`src/cooking_timer_controller_macros.svh`:
```
// Assertion macros for the timer controller.
`ifndef COOKING_TIMER_CONTROLLER_MACROS_SVH
`define COOKING_TIMER_CONTROLLER_MACROS_SVH

`ifndef ASSERT_OFF

// A condition that must hold at every clock edge outside reset.
`define CTC_ASSERT_ALWAYS(label, clk, rst_n, expr) \
  label: assert property (@(posedge clk) disable iff (!(rst_n)) (expr)) \
    else $error("timer controller check failed");

// A consequence that must hold in the same cycle as its antecedent.
`define CTC_ASSERT_IMPLIES(label, clk, rst_n, ante, cons) \
  label: assert property (@(posedge clk) disable iff (!(rst_n)) (ante) |-> (cons)) \
    else $error("timer controller check failed");

`else

`define CTC_ASSERT_ALWAYS(label, clk, rst_n, expr)
`define CTC_ASSERT_IMPLIES(label, clk, rst_n, ante, cons)

`endif

`endif

```
`src/ctc_pkg.sv`:
```
package ctc_pkg;

  typedef enum logic [2:0] {
    FUNC_KEY        = 3'd0,
    FUNC_START_REL  = 3'd1,
    FUNC_STOP_REL   = 3'd2,
    FUNC_STOP_HOLD  = 3'd3,
    FUNC_TICK       = 3'd4
  } func_e;

  typedef enum logic [1:0] {
    PH_SELECT  = 2'd0,
    PH_SETTING = 2'd1,
    PH_ARMED   = 2'd2,
    PH_RUNNING = 2'd3
  } phase_e;

  localparam logic [7:0] KEY_MICRO_LO = 8'h6D;  // 'm'
  localparam logic [7:0] KEY_MICRO_UP = 8'h4D;  // 'M'
  localparam logic [7:0] KEY_GRILL_LO = 8'h67;  // 'g'
  localparam logic [7:0] KEY_GRILL_UP = 8'h47;  // 'G'
  localparam logic [7:0] KEY_TEN_SEC  = 8'h31;  // '1'
  localparam logic [7:0] KEY_ONE_MIN  = 8'h32;  // '2'
  localparam logic [7:0] KEY_HALF_HR  = 8'h33;  // '3'

  localparam logic [3:0] DIGIT_MAX     = 4'd9;
  localparam logic [3:0] SEC_TENS_MAX  = 4'd6;
  localparam logic [3:0] SEC_TENS_WRAP = 4'd5;
  localparam logic [3:0] HALF_HR_STEP  = 4'd3;

  typedef struct packed {
    logic [3:0] min_tens;
    logic [3:0] min_ones;
    logic [2:0] sec_tens;
    logic [3:0] sec_ones;
    phase_e     phase;
    logic       cook_on;
    logic       grill_on;
  } timer_state_t;

  typedef struct packed {
    logic done;
    logic capped;
    logic maxed;
  } step_flags_t;

endpackage

```
`src/cooking_timer_controller.sv`:
```
// Cooking-timer controller. It takes at most one event per clock cycle and gives
// exactly one result per event: the event is captured in an input register, the
// timer state is updated by the digit logic as the event moves on and the result
// lands in an output register. A result that waits on out_stall_i does not hold
// up the input side until both registers are full, so the sustained rate is one
// event per cycle while out_stall_i stays low.
`include "cooking_timer_controller_macros.svh"

module cooking_timer_controller import ctc_pkg::*; (
  input  logic       clk_i,
  input  logic       rst_ni,
  input  logic       in_valid_i,
  output logic       in_stall_o,
  input  logic [2:0] func_i,
  input  logic [7:0] key_code_i,
  output logic       out_valid_o,
  input  logic       out_stall_i,
  output logic [3:0] minute_tens_o,
  output logic [3:0] minute_ones_o,
  output logic [2:0] second_tens_o,
  output logic [3:0] second_ones_o,
  output logic [1:0] phase_now_o,
  output logic       cook_lamp_o,
  output logic       grill_indicator_o,
  output logic       done_pulse_o,
  output logic       minutes_capped_o,
  output logic       max_reached_o
);

  logic         evt_valid_q;
  logic [2:0]   evt_func_q;
  logic [7:0]   evt_key_q;
  logic         res_valid_q;
  timer_state_t res_state_q;
  step_flags_t  res_flags_q;
  timer_state_t st_q;
  timer_state_t st_d;
  step_flags_t  flags_d;
  logic         in_take;
  logic         advance;

  // The event register drains whenever the result register is empty or being read.
  assign advance    = evt_valid_q && (!res_valid_q || !out_stall_i);
  assign in_stall_o = evt_valid_q && res_valid_q && out_stall_i;
  assign in_take    = in_valid_i && !in_stall_o;

  ctc_step u_step (
    .cur_i      (st_q),
    .func_i     (evt_func_q),
    .key_code_i (evt_key_q),
    .nxt_o      (st_d),
    .flags_o    (flags_d)
  );

  always_ff @(posedge clk_i or negedge rst_ni) begin
    if (!rst_ni) begin
      evt_valid_q <= 1'b0;
      res_valid_q <= 1'b0;
      st_q        <= '{phase: PH_SELECT, default: '0};
    end else begin
      if (in_take) begin
        evt_valid_q <= 1'b1;
      end else if (advance) begin
        evt_valid_q <= 1'b0;
      end
      if (advance) begin
        res_valid_q <= 1'b1;
        st_q        <= st_d;
      end else if (!out_stall_i) begin
        res_valid_q <= 1'b0;
      end
    end
  end

  always_ff @(posedge clk_i) begin
    if (in_take) begin
      evt_func_q <= func_i;
      evt_key_q  <= key_code_i;
    end
    if (advance) begin
      res_state_q <= st_d;
      res_flags_q <= flags_d;
    end
  end

  assign out_valid_o       = res_valid_q;
  assign minute_tens_o     = res_state_q.min_tens;
  assign minute_ones_o     = res_state_q.min_ones;
  assign second_tens_o     = res_state_q.sec_tens;
  assign second_ones_o     = res_state_q.sec_ones;
  assign phase_now_o       = res_state_q.phase;
  assign cook_lamp_o       = res_state_q.cook_on;
  assign grill_indicator_o = res_state_q.grill_on;
  assign done_pulse_o      = res_flags_q.done;
  assign minutes_capped_o  = res_flags_q.capped;
  assign max_reached_o     = res_flags_q.maxed;

  // Only one lamp is ever lit, and none in select phase.
  `CTC_ASSERT_ALWAYS(a_lamps_exclusive, clk_i, rst_ni, !(st_q.cook_on && st_q.grill_on))
  `CTC_ASSERT_IMPLIES(a_select_dark, clk_i, rst_ni, st_q.phase == PH_SELECT,
                      !st_q.cook_on && !st_q.grill_on)
  // Armed or running always has time left on the clock.
  `CTC_ASSERT_IMPLIES(a_armed_nonzero, clk_i, rst_ni,
                      st_q.phase == PH_ARMED || st_q.phase == PH_RUNNING,
                      (|{st_q.min_tens, st_q.min_ones, st_q.sec_tens, st_q.sec_ones}))
  `CTC_ASSERT_IMPLIES(a_done_clears, clk_i, rst_ni, out_valid_o && done_pulse_o,
                      phase_now_o == PH_SELECT && !cook_lamp_o && !grill_indicator_o &&
                      minute_tens_o == 4'd0 && second_ones_o == 4'd0)
  `CTC_ASSERT_IMPLIES(a_max_digits, clk_i, rst_ni, out_valid_o && max_reached_o,
                      minute_tens_o == DIGIT_MAX && minute_ones_o == DIGIT_MAX &&
                      second_tens_o == SEC_TENS_MAX[2:0])

endmodule

```
`src/ctc_step.sv`:
```
module ctc_step import ctc_pkg::*; (
  input  timer_state_t cur_i,
  input  logic [2:0]   func_i,
  input  logic [7:0]   key_code_i,
  output timer_state_t nxt_o,
  output step_flags_t  flags_o
);

  logic [3:0] d0, d1, d2, d3;
  logic       hold;
  logic       mode_micro;
  logic       mode_grill;
  logic       cur_nonzero;

  assign mode_micro  = (key_code_i == KEY_MICRO_LO) || (key_code_i == KEY_MICRO_UP);
  assign mode_grill  = (key_code_i == KEY_GRILL_LO) || (key_code_i == KEY_GRILL_UP);
  assign cur_nonzero = |{cur_i.min_tens, cur_i.min_ones, cur_i.sec_tens, cur_i.sec_ones};

  always_comb begin
    nxt_o   = cur_i;
    flags_o = '0;
    d0      = cur_i.min_tens;
    d1      = cur_i.min_ones;
    d2      = {1'b0, cur_i.sec_tens};
    d3      = cur_i.sec_ones;
    hold    = 1'b0;

    case (func_e'(func_i))
      FUNC_KEY: begin
        if (cur_i.phase != PH_RUNNING) begin
          if (cur_i.phase == PH_SELECT) begin
            if (mode_micro) begin
              nxt_o.cook_on = 1'b1;
              nxt_o.phase   = PH_SETTING;
            end else if (mode_grill) begin
              nxt_o.grill_on = 1'b1;
              nxt_o.phase    = PH_SETTING;
            end
          end else if (!(mode_micro || mode_grill)) begin
            if (key_code_i == KEY_TEN_SEC) begin
              d2 = d2 + 4'd1;
            end else if (key_code_i == KEY_ONE_MIN) begin
              d1 = d1 + 4'd1;
            end else if (key_code_i == KEY_HALF_HR) begin
              d0 = d0 + HALF_HR_STEP;
            end
            // At 99 minutes the seconds tens digit saturates instead of carrying.
            if (d2 > SEC_TENS_MAX) begin
              if (d0 == DIGIT_MAX && d1 == DIGIT_MAX) begin
                d2   = SEC_TENS_MAX;
                hold = 1'b1;
              end else begin
                d2 = 4'd0;
                d1 = d1 + 4'd1;
              end
            end
            if (!hold && d1 > DIGIT_MAX) begin
              if (d0 == DIGIT_MAX) begin
                d1             = DIGIT_MAX;
                flags_o.capped = 1'b1;
                hold           = 1'b1;
              end else begin
                d1 = 4'd0;
                d0 = d0 + 4'd1;
              end
            end
            if (!hold) begin
              if (d0 > DIGIT_MAX) begin
                d0 = DIGIT_MAX;
              end
              if ((|{d0, d1, d2, d3}) && cur_i.phase == PH_SETTING) begin
                nxt_o.phase = PH_ARMED;
              end
            end
          end
          flags_o.maxed = (d0 == DIGIT_MAX) && (d1 == DIGIT_MAX) && (d2 == SEC_TENS_MAX);
        end
      end
      FUNC_START_REL: begin
        if (cur_i.phase == PH_ARMED || cur_i.phase == PH_RUNNING) begin
          nxt_o.phase = PH_RUNNING;
        end
      end
      FUNC_STOP_REL: begin
        if (cur_i.phase == PH_ARMED || cur_i.phase == PH_RUNNING) begin
          nxt_o.phase = PH_ARMED;
        end
      end
      FUNC_STOP_HOLD: begin
        if (cur_i.phase == PH_ARMED || cur_i.phase == PH_RUNNING) begin
          d0             = 4'd0;
          d1             = 4'd0;
          d2             = 4'd0;
          d3             = 4'd0;
          nxt_o.cook_on  = 1'b0;
          nxt_o.grill_on = 1'b0;
          nxt_o.phase    = PH_SELECT;
        end
      end
      FUNC_TICK: begin
        if (cur_i.phase == PH_RUNNING) begin
          if (cur_nonzero) begin
            if (d3 == 4'd0) begin
              d3 = DIGIT_MAX;
              if (d2 == 4'd0) begin
                d2 = SEC_TENS_WRAP;
                if (d1 == 4'd0) begin
                  d1 = DIGIT_MAX;
                  d0 = d0 - 4'd1;
                end else begin
                  d1 = d1 - 4'd1;
                end
              end else begin
                d2 = d2 - 4'd1;
              end
            end else begin
              d3 = d3 - 4'd1;
            end
          end
          if (!(|{d0, d1, d2, d3})) begin
            flags_o.done   = 1'b1;
            nxt_o.cook_on  = 1'b0;
            nxt_o.grill_on = 1'b0;
            nxt_o.phase    = PH_SELECT;
          end
        end
      end
      default: begin
      end
    endcase

    nxt_o.min_tens = d0;
    nxt_o.min_ones = d1;
    nxt_o.sec_tens = d2[2:0];
    nxt_o.sec_ones = d3;
  end

endmodule

```
`config.mk`:
```
export PLATFORM = sky130hd
export DESIGN_NAME = cooking_timer_controller
export DESIGN_NICKNAME = d
export VERILOG_FILES = /design/src/ctc_pkg.sv /design/src/cooking_timer_controller.sv /design/src/ctc_step.sv
export VERILOG_INCLUDE_DIRS = /design/src /design/src/src
export SDC_FILE = /design/constraint.sdc
export NUM_CORES = 1
export LEC_CHECK = 0
export BUFFER_PORTS_ARGS = -buffer_cell sky130_fd_sc_hd__buf_4
export CAP_MARGIN = 5
export CORE_MARGIN = 3
export CORE_UTILIZATION = 35
export DETAILED_ROUTE_END_ITERATION = 10
export GPL_ROUTABILITY_DRIVEN = 0
export REMOVE_ABC_BUFFERS = 1
export SLEW_MARGIN = 30
export SYNTH_ARGS = -nofsm -noshare
export SYNTH_HDL_FRONTEND = slang
export SYNTH_SLANG_ARGS = --single-unit
```
`constraint.sdc`:
```
create_clock -name clk_i -period 3.8 [get_ports clk_i]
set_clock_uncertainty 0.05 [all_clocks]
set_input_delay 0.57 -clock clk_i [delete_from_list [all_inputs] [get_ports clk_i]]
set_output_delay 0.57 -clock clk_i [all_outputs]
set_load 0.02 [all_outputs]
```
# == Word-level counts from Yosys, hierarchy flattened ==
# Cells that the tools add are included.
# W data, S select, Z words.
# word_totals
reg_bits,54
inputBits,15
output_inout_bits,24
elab_cells,220
# op_classes
add_sub_neg,9
order_cmp,3
n_eq_ne,21
muxes,133
bitwise,3
n_reduce_logical,30
# op_table
operator,count
$mux W4,93
$eq A8 B7 Y1 const B,4
$reduce_or A16 Y1,2
$eq A8 B6 Y1 const B,3
$pmux W4 S3,2
$mux W1,21
$mux W2,9
$eq A4 B4 Y1 const B,4
$reduce_or A15 Y1,1
$add A4 B1 Y4 const B,3
$mux W3,4
$sub A4 B1 Y4 const B,3
$pmux W2 S5,1
$logic_and A1 B1 Y1,9
$pmux W3 S3,1
$gt A4 B4 Y1 const B,2
$logic_not A4 Y1,2
$pmux W4 S2,1
$eq A3 B2 Y1 const B,2
$logic_not A3 Y1,2
$pmux W2 S3,1
$logic_or A1 B1 Y1,5
$reduce_or A5 Y1,1
$add A3 B1 Y4 const B,1
15 further kinds,22

# == Logic depth before layout (Yosys ltp) ==
# Gate-level depths: netlist (run 1).
# depth
word_depth,38
ltp_mapped,17
mapped_depth_nobuf,16

# == By module ==
# From an unflattened synthesis (run 1), not the netlist that was laid out.
# hier_totals
hier_cells,468
area_unflattened_um2,4162.7
# by_module_without_submodules
mod,n_inst,cells_per_inst,area_each_um2,seq_area_each_um2
ctc_step,1,387,2368.5,0.0
cooking_timer_controller,1,81,1794.2,1516.5

# == Worst setup path after synthesis (run 1) ==
# OpenSTA, ideal clock, no wires.
# synth_path
path_kind,register to register
startpoint,register evt_key_q[3]
endpoint,"register res_flags_q, in the netlist max_reached_o (data pin)"
setup_time_ns,0.150
t_arrival_ns,3.672
t_required_ns,3.600
slack_ns,-0.072
path_stages_with_launch,14
path_buffers,0
period_less_slack_ns,3.872
path_cell_list,edfxtp_1 > or2_2 > nor3_1 > xnor2_1 > ha_1 > nand4_1 > mux2i_1 > nand3_1 > a211o_4 > nor2_8 > mux2i_1 > and2_0 > or4_4 > nor3_2
# synth_via
elab_chain_cells,38
elab_cells_between_ends,98
cone_classes,2 x add/sub; 3 x order compare; 12 x eq/ne; 73 x mux; 8 x reduce/logical
# synth_lines
item,line,text
from (decl),cooking_timer_controller.sv:32,logic [7:0] evt_key_q;
from (signal assigned),cooking_timer_controller.sv:78,evt_key_q <= key_code_i;
"parallel branches: the longest is 37 deep, another holds $add A4 B1 Y4",-,
$logic_and A1 B1 Y1 *,ctc_step.sv:76,flags_o.maxed = (d0 == DIGIT_MAX) && (d1 == DIGIT_MAX) && (d2 == SEC_TENS_MAX);
to (signal assigned),cooking_timer_controller.sv:82,res_flags_q <= flags_d;
to (decl),cooking_timer_controller.sv:35,step_flags_t res_flags_q;
# Every way passes the cells marked *. The select of a mux whose other input is x is not followed.
# A chain may end at the register's enable or synchronous reset.

# == Worst setup path after layout (run 1) ==
# layout_path
startpoint,register st_q[11] in the netlist's numbering
endpoint,"register res_flags_q, in the netlist max_reached_o (data pin)"
# layout_via
elab_chain_cells,37
elab_cells_between_ends,72
cone_classes,2 x add/sub; 2 x order compare; 4 x eq/ne; 59 x mux; 5 x reduce/logical
# layout_lines
item,line,text
from (decl),cooking_timer_controller.sv:36,timer_state_t st_q;
from (signal assigned),cooking_timer_controller.sv:68,st_q <= st_d;
"parallel branches: the longest is 36 deep, another holds $add A4 B1 Y4",-,
$logic_and A1 B1 Y1 *,ctc_step.sv:76,
# Marks and branches as above.

==> results of run 1 <==
==> cells in the mapped netlist, types with 6 or more instances <==
cell | number | area share [%]
sky130_fd_sc_hd__clkbuf_1 | 19 | 1.7
sky130_fd_sc_hd__and3_1 | 7 | 1.0
sky130_fd_sc_hd__nor2_1 | 60 | 5.3
sky130_fd_sc_hd__a211oi_1 | 6 | 1.1
sky130_fd_sc_hd__edfxtp_1 | 33 | 24
sky130_fd_sc_hd__o21ai_0 | 37 | 4.4
sky130_fd_sc_hd__xnor2_1 | 10 | 2.1
sky130_fd_sc_hd__o22ai_1 | 9 | 1.3
sky130_fd_sc_hd__dfrtp_1 | 21 | 12
sky130_fd_sc_hd__ha_1 | 10 | 3.0
sky130_fd_sc_hd__inv_1 | 18 | 1.6
sky130_fd_sc_hd__a31oi_1 | 9 | 1.3
sky130_fd_sc_hd__nand3_1 | 16 | 1.9
sky130_fd_sc_hd__o31ai_1 | 6 | 1.1
sky130_fd_sc_hd__nand2_1 | 61 | 5.4
sky130_fd_sc_hd__nand4_1 | 10 | 1.5
sky130_fd_sc_hd__nor3_1 | 16 | 1.9
sky130_fd_sc_hd__a21oi_1 | 45 | 5.3
sky130_fd_sc_hd__nor4_1 | 7 | 1.0
==> worst max-delay path, delay by kind of cell (launching register included) <==
| family | cells | cell delay (ps) |
|---|---|---|
| simple gates | 6 | 1320 |
| xor+xnor | 1 | 720 |
| buf+inv | 1 | 230 |
| compound gates | 2 | 470 |
| mux | 1 | 460 |
| flops | 1 | 360 |
==> registers in the layout (all words and copies together), names as in the netlist <==
| register | flops |
|---|---|
| phase_now_o | 2 |
| cook_lamp_o | 1 |
| minutes_capped_o | 1 |
| second_tens_o | 3 |
| evt_key_q | 8 |
| evt_func_q | 3 |
| evt_valid_q | 1 |
| minute_ones_o | 4 |
| minute_tens_o | 4 |
| grill_indicator_o | 1 |
| out_valid_o | 1 |
| max_reached_o | 1 |
| second_ones_o | 4 |
| st_q | 19 |
| done_pulse_o | 1 |
==> where the power goes <==
part	switching [mW]	total [mW]	internal, mW
Clock	0.235	0.480	0.246
Sequential	0.159	0.938	0.778
Combinational	1.22	2.01	0.782
==> metrics by stage <==
stage / worst slack (ps) / power, mW
after global placement: 94.8 / 2.78
final: 45.6 / 3.42
after global routing: -156 / 3.66
after CTS: -65.3 / 3.29
after detailed placement: -46.1 / 2.80
after floorplan: -82.4 / 2.15
==> worst max path at each step <==
stage | endpoint | cells after the start
final | max_reached_o$_SDFFCE_PN0P_ | 11
after global routing | phase_now_o[0]$_DFFE_PP_ | 10
after CTS | phase_now_o[1]$_DFFE_PP_ | 14
after detailed placement | phase_now_o[1]$_DFFE_PP_ | 14
after global placement | phase_now_o[1]$_DFFE_PP_ | 14
after floorplan | max_reached_o$_SDFFCE_PN0P_ | 13
==> routing by layer <==
metal	share of wire [%]	vias up
li1	-	1999
met1	44	2047
met2	48	173
met3	6.9	18
met4	1.7	0
met5	0	-
==> kinds of logic (layout without fill, tap and decap cells) <==
kind of cell               after synthesis  after routing  share of synthesized area, %
muxes                                    7              7                          1.72
DFF                                     54             54                          36.0
xor gates and xnor gates                15             15                          3.44
AOI/OAI and AO/OA                      152            152                          23.3
and+or+nand+nor                        222            223                          28.2
buffers and inverters                   44            105                          4.36
adders and majority gates               10             10                          2.97
==> layout make-up <==
cell class | count | area share (%)
flip-flops and latches | 54 | 29.4
clock inverters | 3 | 0.364
multi-input cells | 407 | 51.4
well taps | 143 | 3.47
repair buffers | 78 | 11.6
clock buffers | 5 | 2.42
inverters | 19 | 1.38
==> cells in the final DEF, fill, tap and decap left out, types with 8 or more instances in the layout <==
cell type	instances
sky130_fd_sc_hd__xnor2_1	9
sky130_fd_sc_hd__edfxtp_1	33
sky130_fd_sc_hd__a21oi_1	42
sky130_fd_sc_hd__nand3_1	14
sky130_fd_sc_hd__nor3_1	15
sky130_fd_sc_hd__o21ai_0	36
sky130_fd_sc_hd__nand2_1	61
sky130_fd_sc_hd__a31oi_1	8
sky130_fd_sc_hd__dfrtp_1	21
sky130_fd_sc_hd__buf_4	77
sky130_fd_sc_hd__inv_1	17
sky130_fd_sc_hd__nand4_1	10
sky130_fd_sc_hd__nor2_1	59
sky130_fd_sc_hd__o22ai_1	8
==> what timing repair did <==
| action | in CTS | in global routing |
|---|---|---|
| hold buffers | 0 | 0 |
| endpoints found under the hold margin | 0 | 0 |
| setup endpoints to repair | 2 | 15 |
| buffers inserted | 0 | 7 |
| gates cloned | 0 | 1 |
| pin swaps | 0 | 7 |
| resized for setup | 0 | 28 |
==> metrics.json, run 1 <==
{
  "outcome": {
    "outcome": "finished clean"
  },
  "power": {
    "power.density_cell_area_nw_per_um2": 664,
    "vdd_ir_drop_max_uv": 262,
    "power.leakage_nw": 2.05
  },
  "critical_path": {
    "timing.critical_path.from": "st_q[11]$_DFFE_PN0P_",
    "critical_path_required_ps": 3900,
    "worstPathCellList": "buf_4 -> and3_1 -> nand4_1 -> xor2_1 -> mux2_2 -> o22a_4 -> nor4b_2 -> nor3_2 -> o211ai_2 -> nand2_1 -> nor3_4",
    "worst_ep_arrival_time_ps": 3850,
    "worstReg2RegEnd": "max_reached_o$_SDFFCE_PN0P_",
    "critical_path_class": "reg2reg",
    "worstSetupEndpointType": "flop",
    "reg2reg_depth": 11,
    "critPathLaunchType": "flop",
    "path_max_fanout": 14,
    "critPathSlowestCell": "sky130_fd_sc_hd__xor2_1",
    "worst_reg2reg_startpoint": "st_q[11]$_DFFE_PN0P_",
    "r2r_setup_slack_ps": 50,
    "crit_path_max_incr_delay_ps": 720
  },
  "floorplan": {
    "die_w_um": 116,
    "floorplan.rows": 39,
    "die_ar_um2": 13400,
    "floorplan.die.height_um": 116,
    "num_io_pins": 39,
    "initial_core_util_pct": 36.3,
    "core_area_um2": 11600
  },
  "clock_tree": {
    "htreeDepth": 2,
    "cts.clk_slew.worst_paths_ps": 80,
    "cts_buffers": 5,
    "cts_sinks": 54,
    "tritoncts": "built",
    "cts.root.buffer_cell": "sky130_fd_sc_hd__clkbuf_16",
    "clk_path_buf_depth": 2,
    "clk-insertion-delay-late_ps": 310
  },
  "cells_and_area": {
    "fin_util_pct": 44.4,
    "multi_input_area_um2": 2650,
    "antenna_cells": 0,
    "final_design_area_no_fill_um2": 5160,
    "register_area_um2": 1520,
    "finalNonFillerCells": 709,
    "layout-area-overhead-vs-synth_pct": 22.4,
    "num-nets-final": 590,
    "final.fill_count": 1154,
    "layout-drive-gt1-share_pct": 24.2
  },
  "grt": {
    "global_route_wire_length_before_repair_um": 20500,
    "grt_remaining_overflow": 0,
    "grt_usage_pct": 19.5,
    "global_route.usage.met3_pct": 3.55,
    "number_of_antenna_violations_at_the_first_check_in_global_routing": 0,
    "number_of_global_route_vias_before_repair": 4008,
    "gr-max-usage-layer": "met2",
    "grtUsageMet2_pct": 32.0,
    "maximum_number_of_pins_on_one_net_before_global_route_repair": 38,
    "globalRouteMet1Util_pct": 26.2
  },
  "sta": {
    "final_min_period_over_clock_period_pct": 98.8,
    "holdWs_ps": 98.1,
    "unrepaired_setup_endpoints_after_global_routing": "true",
    "timing.slew.headroom_pct": 41.8,
    "report.final.slew_viol_count": 0,
    "min_period_ps": 3750,
    "tns_ps": 0,
    "max_freq_mhz": 266,
    "final_count_of_negative_setup_slack_endpoints": 0,
    "worstMarginPinSlew_ps": 870,
    "timing.final.hold_violations": 0
  },
  "detailed_routing": {
    "remaining_drc_errors": 0,
    "wl_um": 13300,
    "postRouteAntennaNets": 0,
    "via_density": 5.98,
    "detailedRoute.firstPassIterationCount": 5,
    "drt-initial-drc-count": 472,
    "dr_total_vias": 4237,
    "avgRoutedWirePerCell_um": 18.8
  },
  "yosys": {
    "share_of_synthesized_registers_carrying_an_async_set_or_reset_pct": 38.9,
    "count_of_flip_flops_with_a_built_in_enable_after_synthesis": 33,
    "synth_cell_type_count": 77,
    "synthesis.instances": 504,
    "synthesis.area_per_instance_um2": 8.37,
    "synth-seq-cells": 54,
    "syn_area_um2": 4220,
    "ys.flop_type": "sky130_fd_sc_hd__edfxtp_1",
    "synth.yosys.warnings": 0,
    "synth-seq-area-share_pct": 36.0
  },
  "run": {
    "cap_viol_max_count": 0
  },
  "place": {
    "port_buffers": 38,
    "total_half_perimeter_wirelength_after_legalization_and_detailed_placement_um": 9590,
    "detailed_place.area_um2": 4830,
    "placed_cells_incl_taps": 693
  },
  "worst_hold_path": {
    "hold_path_class": "in2async"
  }
}
Note: power is estimated with default switching activity, not from simulation.
==> inputs of run 2 (changes only) <==
CORE_MARGIN = unset   (was 3)
REMOVE_ABC_BUFFERS = unset   (was 1)
==> run 2 against run 1 <==
The flow now finishes with violations (design-rule violations). Sequential cell count unchanged. Count of clock-buffer cells in the layout unchanged. Sequential share of layout area up 0.11 points. Setup slack better by 110 ps. First-iteration DRC count down 8.9%. Cell area down 0.36%. Power up 0.46%. Critical path depth up 3.
==> metrics.json, run 2 (synthesized netlist as in run 1, its figures left out) <==
{
  "sta": {
    "report.final.slew_viol_count": {"value": 0, "change": "unchanged"},
    "worstMarginPinSlew": {"value": 794, "unit": "ps", "change": "-75.5 ps"},
    "unrepaired_setup_endpoints_after_global_routing": "true",
    "final_count_of_negative_setup_slack_endpoints": {"value": 0, "change": "unchanged"},
    "timing.final.hold_violations": {"value": 0, "change": "unchanged"},
    "final_min_period_over_clock_period": {"value": 95.9, "unit": "%", "change": "-2.9 points"},
    "min_period": {"value": 3640, "unit": "ps", "change": "-110 ps"},
    "final.setup.worst_slack": {"value": 156, "unit": "ps", "change": "+110 ps"},
    "max_freq": {"value": 274, "unit": "MHz", "change": "+3.0%"},
    "timing.slew.headroom": {"value": 46.9, "unit": "%", "change": "+5.1 points"}
  },
  "detailed_routing": {
    "drt-initial-drc-count": {"value": 430, "change": "-8.9%"},
    "dr_total_vias": {"value": 4237, "change": "unchanged"},
    "postRouteAntennaNets": {"value": 0, "change": "unchanged"},
    "avgRoutedWirePerCell": {"value": 18.0, "unit": "µm", "change": "-3.9%"},
    "wl": {"value": 12800, "unit": "µm", "change": "-4.2%"},
    "via_density": {"value": 5.99, "change": "+0.28%"},
    "detailedRoute.firstPassIterationCount": {"value": 8, "change": "+3"},
    "remaining_drc_errors": {"value": 2, "change": "+2"}
  },
  "floorplan": {
    "floorplan.die.height": {"value": 112, "unit": "µm", "change": "-3.5%"},
    "num_io_pins": {"value": 39, "change": "unchanged"},
    "initial_core_util": {"value": 36.5, "unit": "%", "change": "+0.15 points"},
    "die_ar": {"value": 12500, "unit": "µm²", "change": "-6.8%"},
    "core_area": {"value": 11600, "unit": "µm²", "change": "-0.42%"},
    "floorplan.rows": {"value": 39, "change": "unchanged"},
    "die_w": {"value": 112, "unit": "µm", "change": "-3.5%"}
  },
  "outcome": {
    "violations_in_the_final_reports": "design-rule violations",
    "outcome": "finished with violations"
  },
  "clock_tree": {
    "tritoncts": "built",
    "clk-insertion-delay-late": {"value": 300, "unit": "ps", "change": "about the same"},
    "cts_sinks": {"value": 54, "change": "unchanged"},
    "cts.root.buffer_cell": "sky130_fd_sc_hd__clkbuf_16",
    "cts_buffers": {"value": 5, "change": "unchanged"},
    "htreeDepth": {"value": 2, "change": "unchanged"},
    "cts.clk_slew.worst_paths": {"value": 70, "unit": "ps", "change": "about the same"},
    "clk_path_buf_depth": {"value": 2, "change": "unchanged"}
  },
  "grt": {
    "number_of_global_route_vias_before_repair": {"value": 3957, "change": "-1.3%"},
    "maximum_number_of_pins_on_one_net_before_global_route_repair": {"value": 22, "change": "-42%"},
    "grt_usage": {"value": 20.4, "unit": "%", "change": "+0.87 points"},
    "number_of_antenna_violations_at_the_first_check_in_global_routing": {"value": 0, "change": "unchanged"},
    "global_route_wire_length_before_repair": {"value": 20200, "unit": "µm", "change": "-1.6%"},
    "grt_remaining_overflow": {"value": 0, "change": "unchanged"}
  },
  "critical_path": {
    "crit_buf_inv": {"value": 0, "change": "-1"},
    "worstPathCellList": "or2_4 -> nor3_4 -> nand2_1 -> o21ai_2 -> ha_2 -> nand4_1 -> mux2i_4 -> nand3_2 -> a211o_4 -> nor2_8 -> mux2i_1 -> and2_0 -> or4_4 -> nor3_2",
    "critical_path_required": {"value": 3900, "unit": "ps", "change": "about the same"},
    "crit_path_max_incr_delay": {"value": 520, "unit": "ps", "change": "-200 ps"},
    "worstSetupEndpointType": "flop",
    "critPathSlowestCell": "sky130_fd_sc_hd__or4_4",
    "critical_path_class": "reg2reg",
    "critPathLaunchType": "flop",
    "path_max_fanout": {"value": 6, "change": "-8"},
    "critical-path-top-delay-family": "simple AND/OR/NAND/NOR gates",
    "worst_ep_arrival_time": {"value": 3750, "unit": "ps", "change": "-100 ps"}
  },
  "worst_hold_path": {
    "hold_path_class": "in2async"
  },
  "power": {
    "vdd_ir_drop_max": {"value": 293, "unit": "µV", "change": "+12%"},
    "power.leakage": {"value": 2.03, "unit": "nW", "change": "-0.77%"},
    "power.density_cell_area": {"value": 669, "unit": "nW/µm²", "change": "+0.82%"}
  },
  "cells_and_area": {
    "finalNonFillerCells": {"value": 707, "change": "-0.28%"},
    "antenna_cells": {"value": 0, "change": "unchanged"},
    "largest-register": "st_q",
    "highest_count_cells_in_the_layout_ignoring_fill_and_taps": "77 x sky130_fd_sc_hd__buf_4, 61 x sky130_fd_sc_hd__nand2_1, 60 x sky130_fd_sc_hd__nor2_1",
    "layout-drive-gt1-share": {"value": 23.0, "unit": "%", "change": "-1.2 points"},
    "layout-area-overhead-vs-synth_pct": 21.9,
    "num-nets-final": {"value": 588, "change": "-0.34%"},
    "final.fill_count": {"value": 1125, "change": "-2.5%"},
    "layout.cells.most_common": "sky130_fd_sc_hd__buf_4",
    "largest_reg_flops": {"value": 19, "change": "unchanged"},
    "top_flop_regs": "st_q (19), evt_key_q (8)"
  },
  "place": {
    "dp_slack": {"value": 40.1, "unit": "ps", "change": "+86.2 ps"},
    "total_half_perimeter_wirelength_after_legalization_and_detailed_placement": {"value": 9480, "unit": "µm", "change": "-1.2%"},
    "port_buffers": {"value": 38, "change": "unchanged"},
    "placed_cells_incl_taps": {"value": 696, "change": "+0.43%"}
  },
  "yosys": {
    "mappedNetlistNets": 529
  },
  "run": {
    "cap_viol_max_count": {"value": 0, "change": "unchanged"}
  }
}
[run 2: changes by cell type in the layout (fill, tap and decap cells not counted), sizes merged]
cell / change
inv: +1
buf: -1
clkinv: -1
and4bb: -1
[run 2: stage by stage]
stage                     util (%)  area (µm²)  setup TNS (ps)  hold WS, ps  power [mW]
after CTS                     43.2        4990               0          126        3.32
final                         44.5        5140               0          107        3.44
after detailed placement      41.9        4840               0          443        2.83
after global placement        41.9        4840               0          428        2.82
after floorplan                  -        4220               0          224        2.21
after global routing          44.5        5140            -173          133        3.66
[run 2: repair_timing]
item                       4_1_cts  5_1_grt
gates resized for setup          0       24
hold buffers                     0        0
buffers inserted                 0        3
setup endpoints to repair        0       17
[run 2: layer usage]
metal | vias to the layer above | share of wire (%) | GRT usage (%)
met2 | 200 | 46 | 31.8
met3 | 35 | 7.0 | 4.35
met1 | 2017 | 44 | 27.2
li1 | 1985 | - | -
met4 | 0 | 3.6 | 8.47
met5 | - | 0 | 0
[run 2: path summary, 6_finish.rpt]
path / slack (ps) / to / depth (start not counted) / startpoint
max in group asynchronous: 3340 / st_q[2]$_DFFE_PN0P_ / 1 / rst_ni
min: 110 / st_q[10]$_DFFE_PN0P_ / 1 / rst_ni
max: 160 / max_reached_o$_SDFFCE_PN0P_ / 14 / evt_key_q[2]$_DFFE_PP_
min in group clk_i: 390 / evt_func_q[0]$_DFFE_PP_ / 1 / func_i[0]
min reg2reg: 450 / out_valid_o$_DFFE_PN0P_ / 1 / evt_valid_q$_DFFE_PN0P_
max reg2reg: 160 / max_reached_o$_SDFFCE_PN0P_ / 14 / evt_key_q[2]$_DFFE_PP_
[run 2: final cells by class]
class / count / area, µm² / share of cell area (%)
Multi-Input combinational cell: 406 / 2650 / 51.5
Tap cell: 143 / 179 / 3.48
Clock buffer: 5 / 125 / 2.43
Timing Repair Buffer: 77 / 578 / 11.2
Clock inverter: 3 / 23.8 / 0.462
Inverter: 19 / 71.3 / 1.39
Sequential cell: 54 / 1520 / 29.5
[run 2: report_power, final]
group | internal, mW | total, mW | switching (mW)
logic | 0.798 | 2.04 | 1.24
registers | 0.778 | 0.927 | 0.148
clock network | 0.249 | 0.473 | 0.224
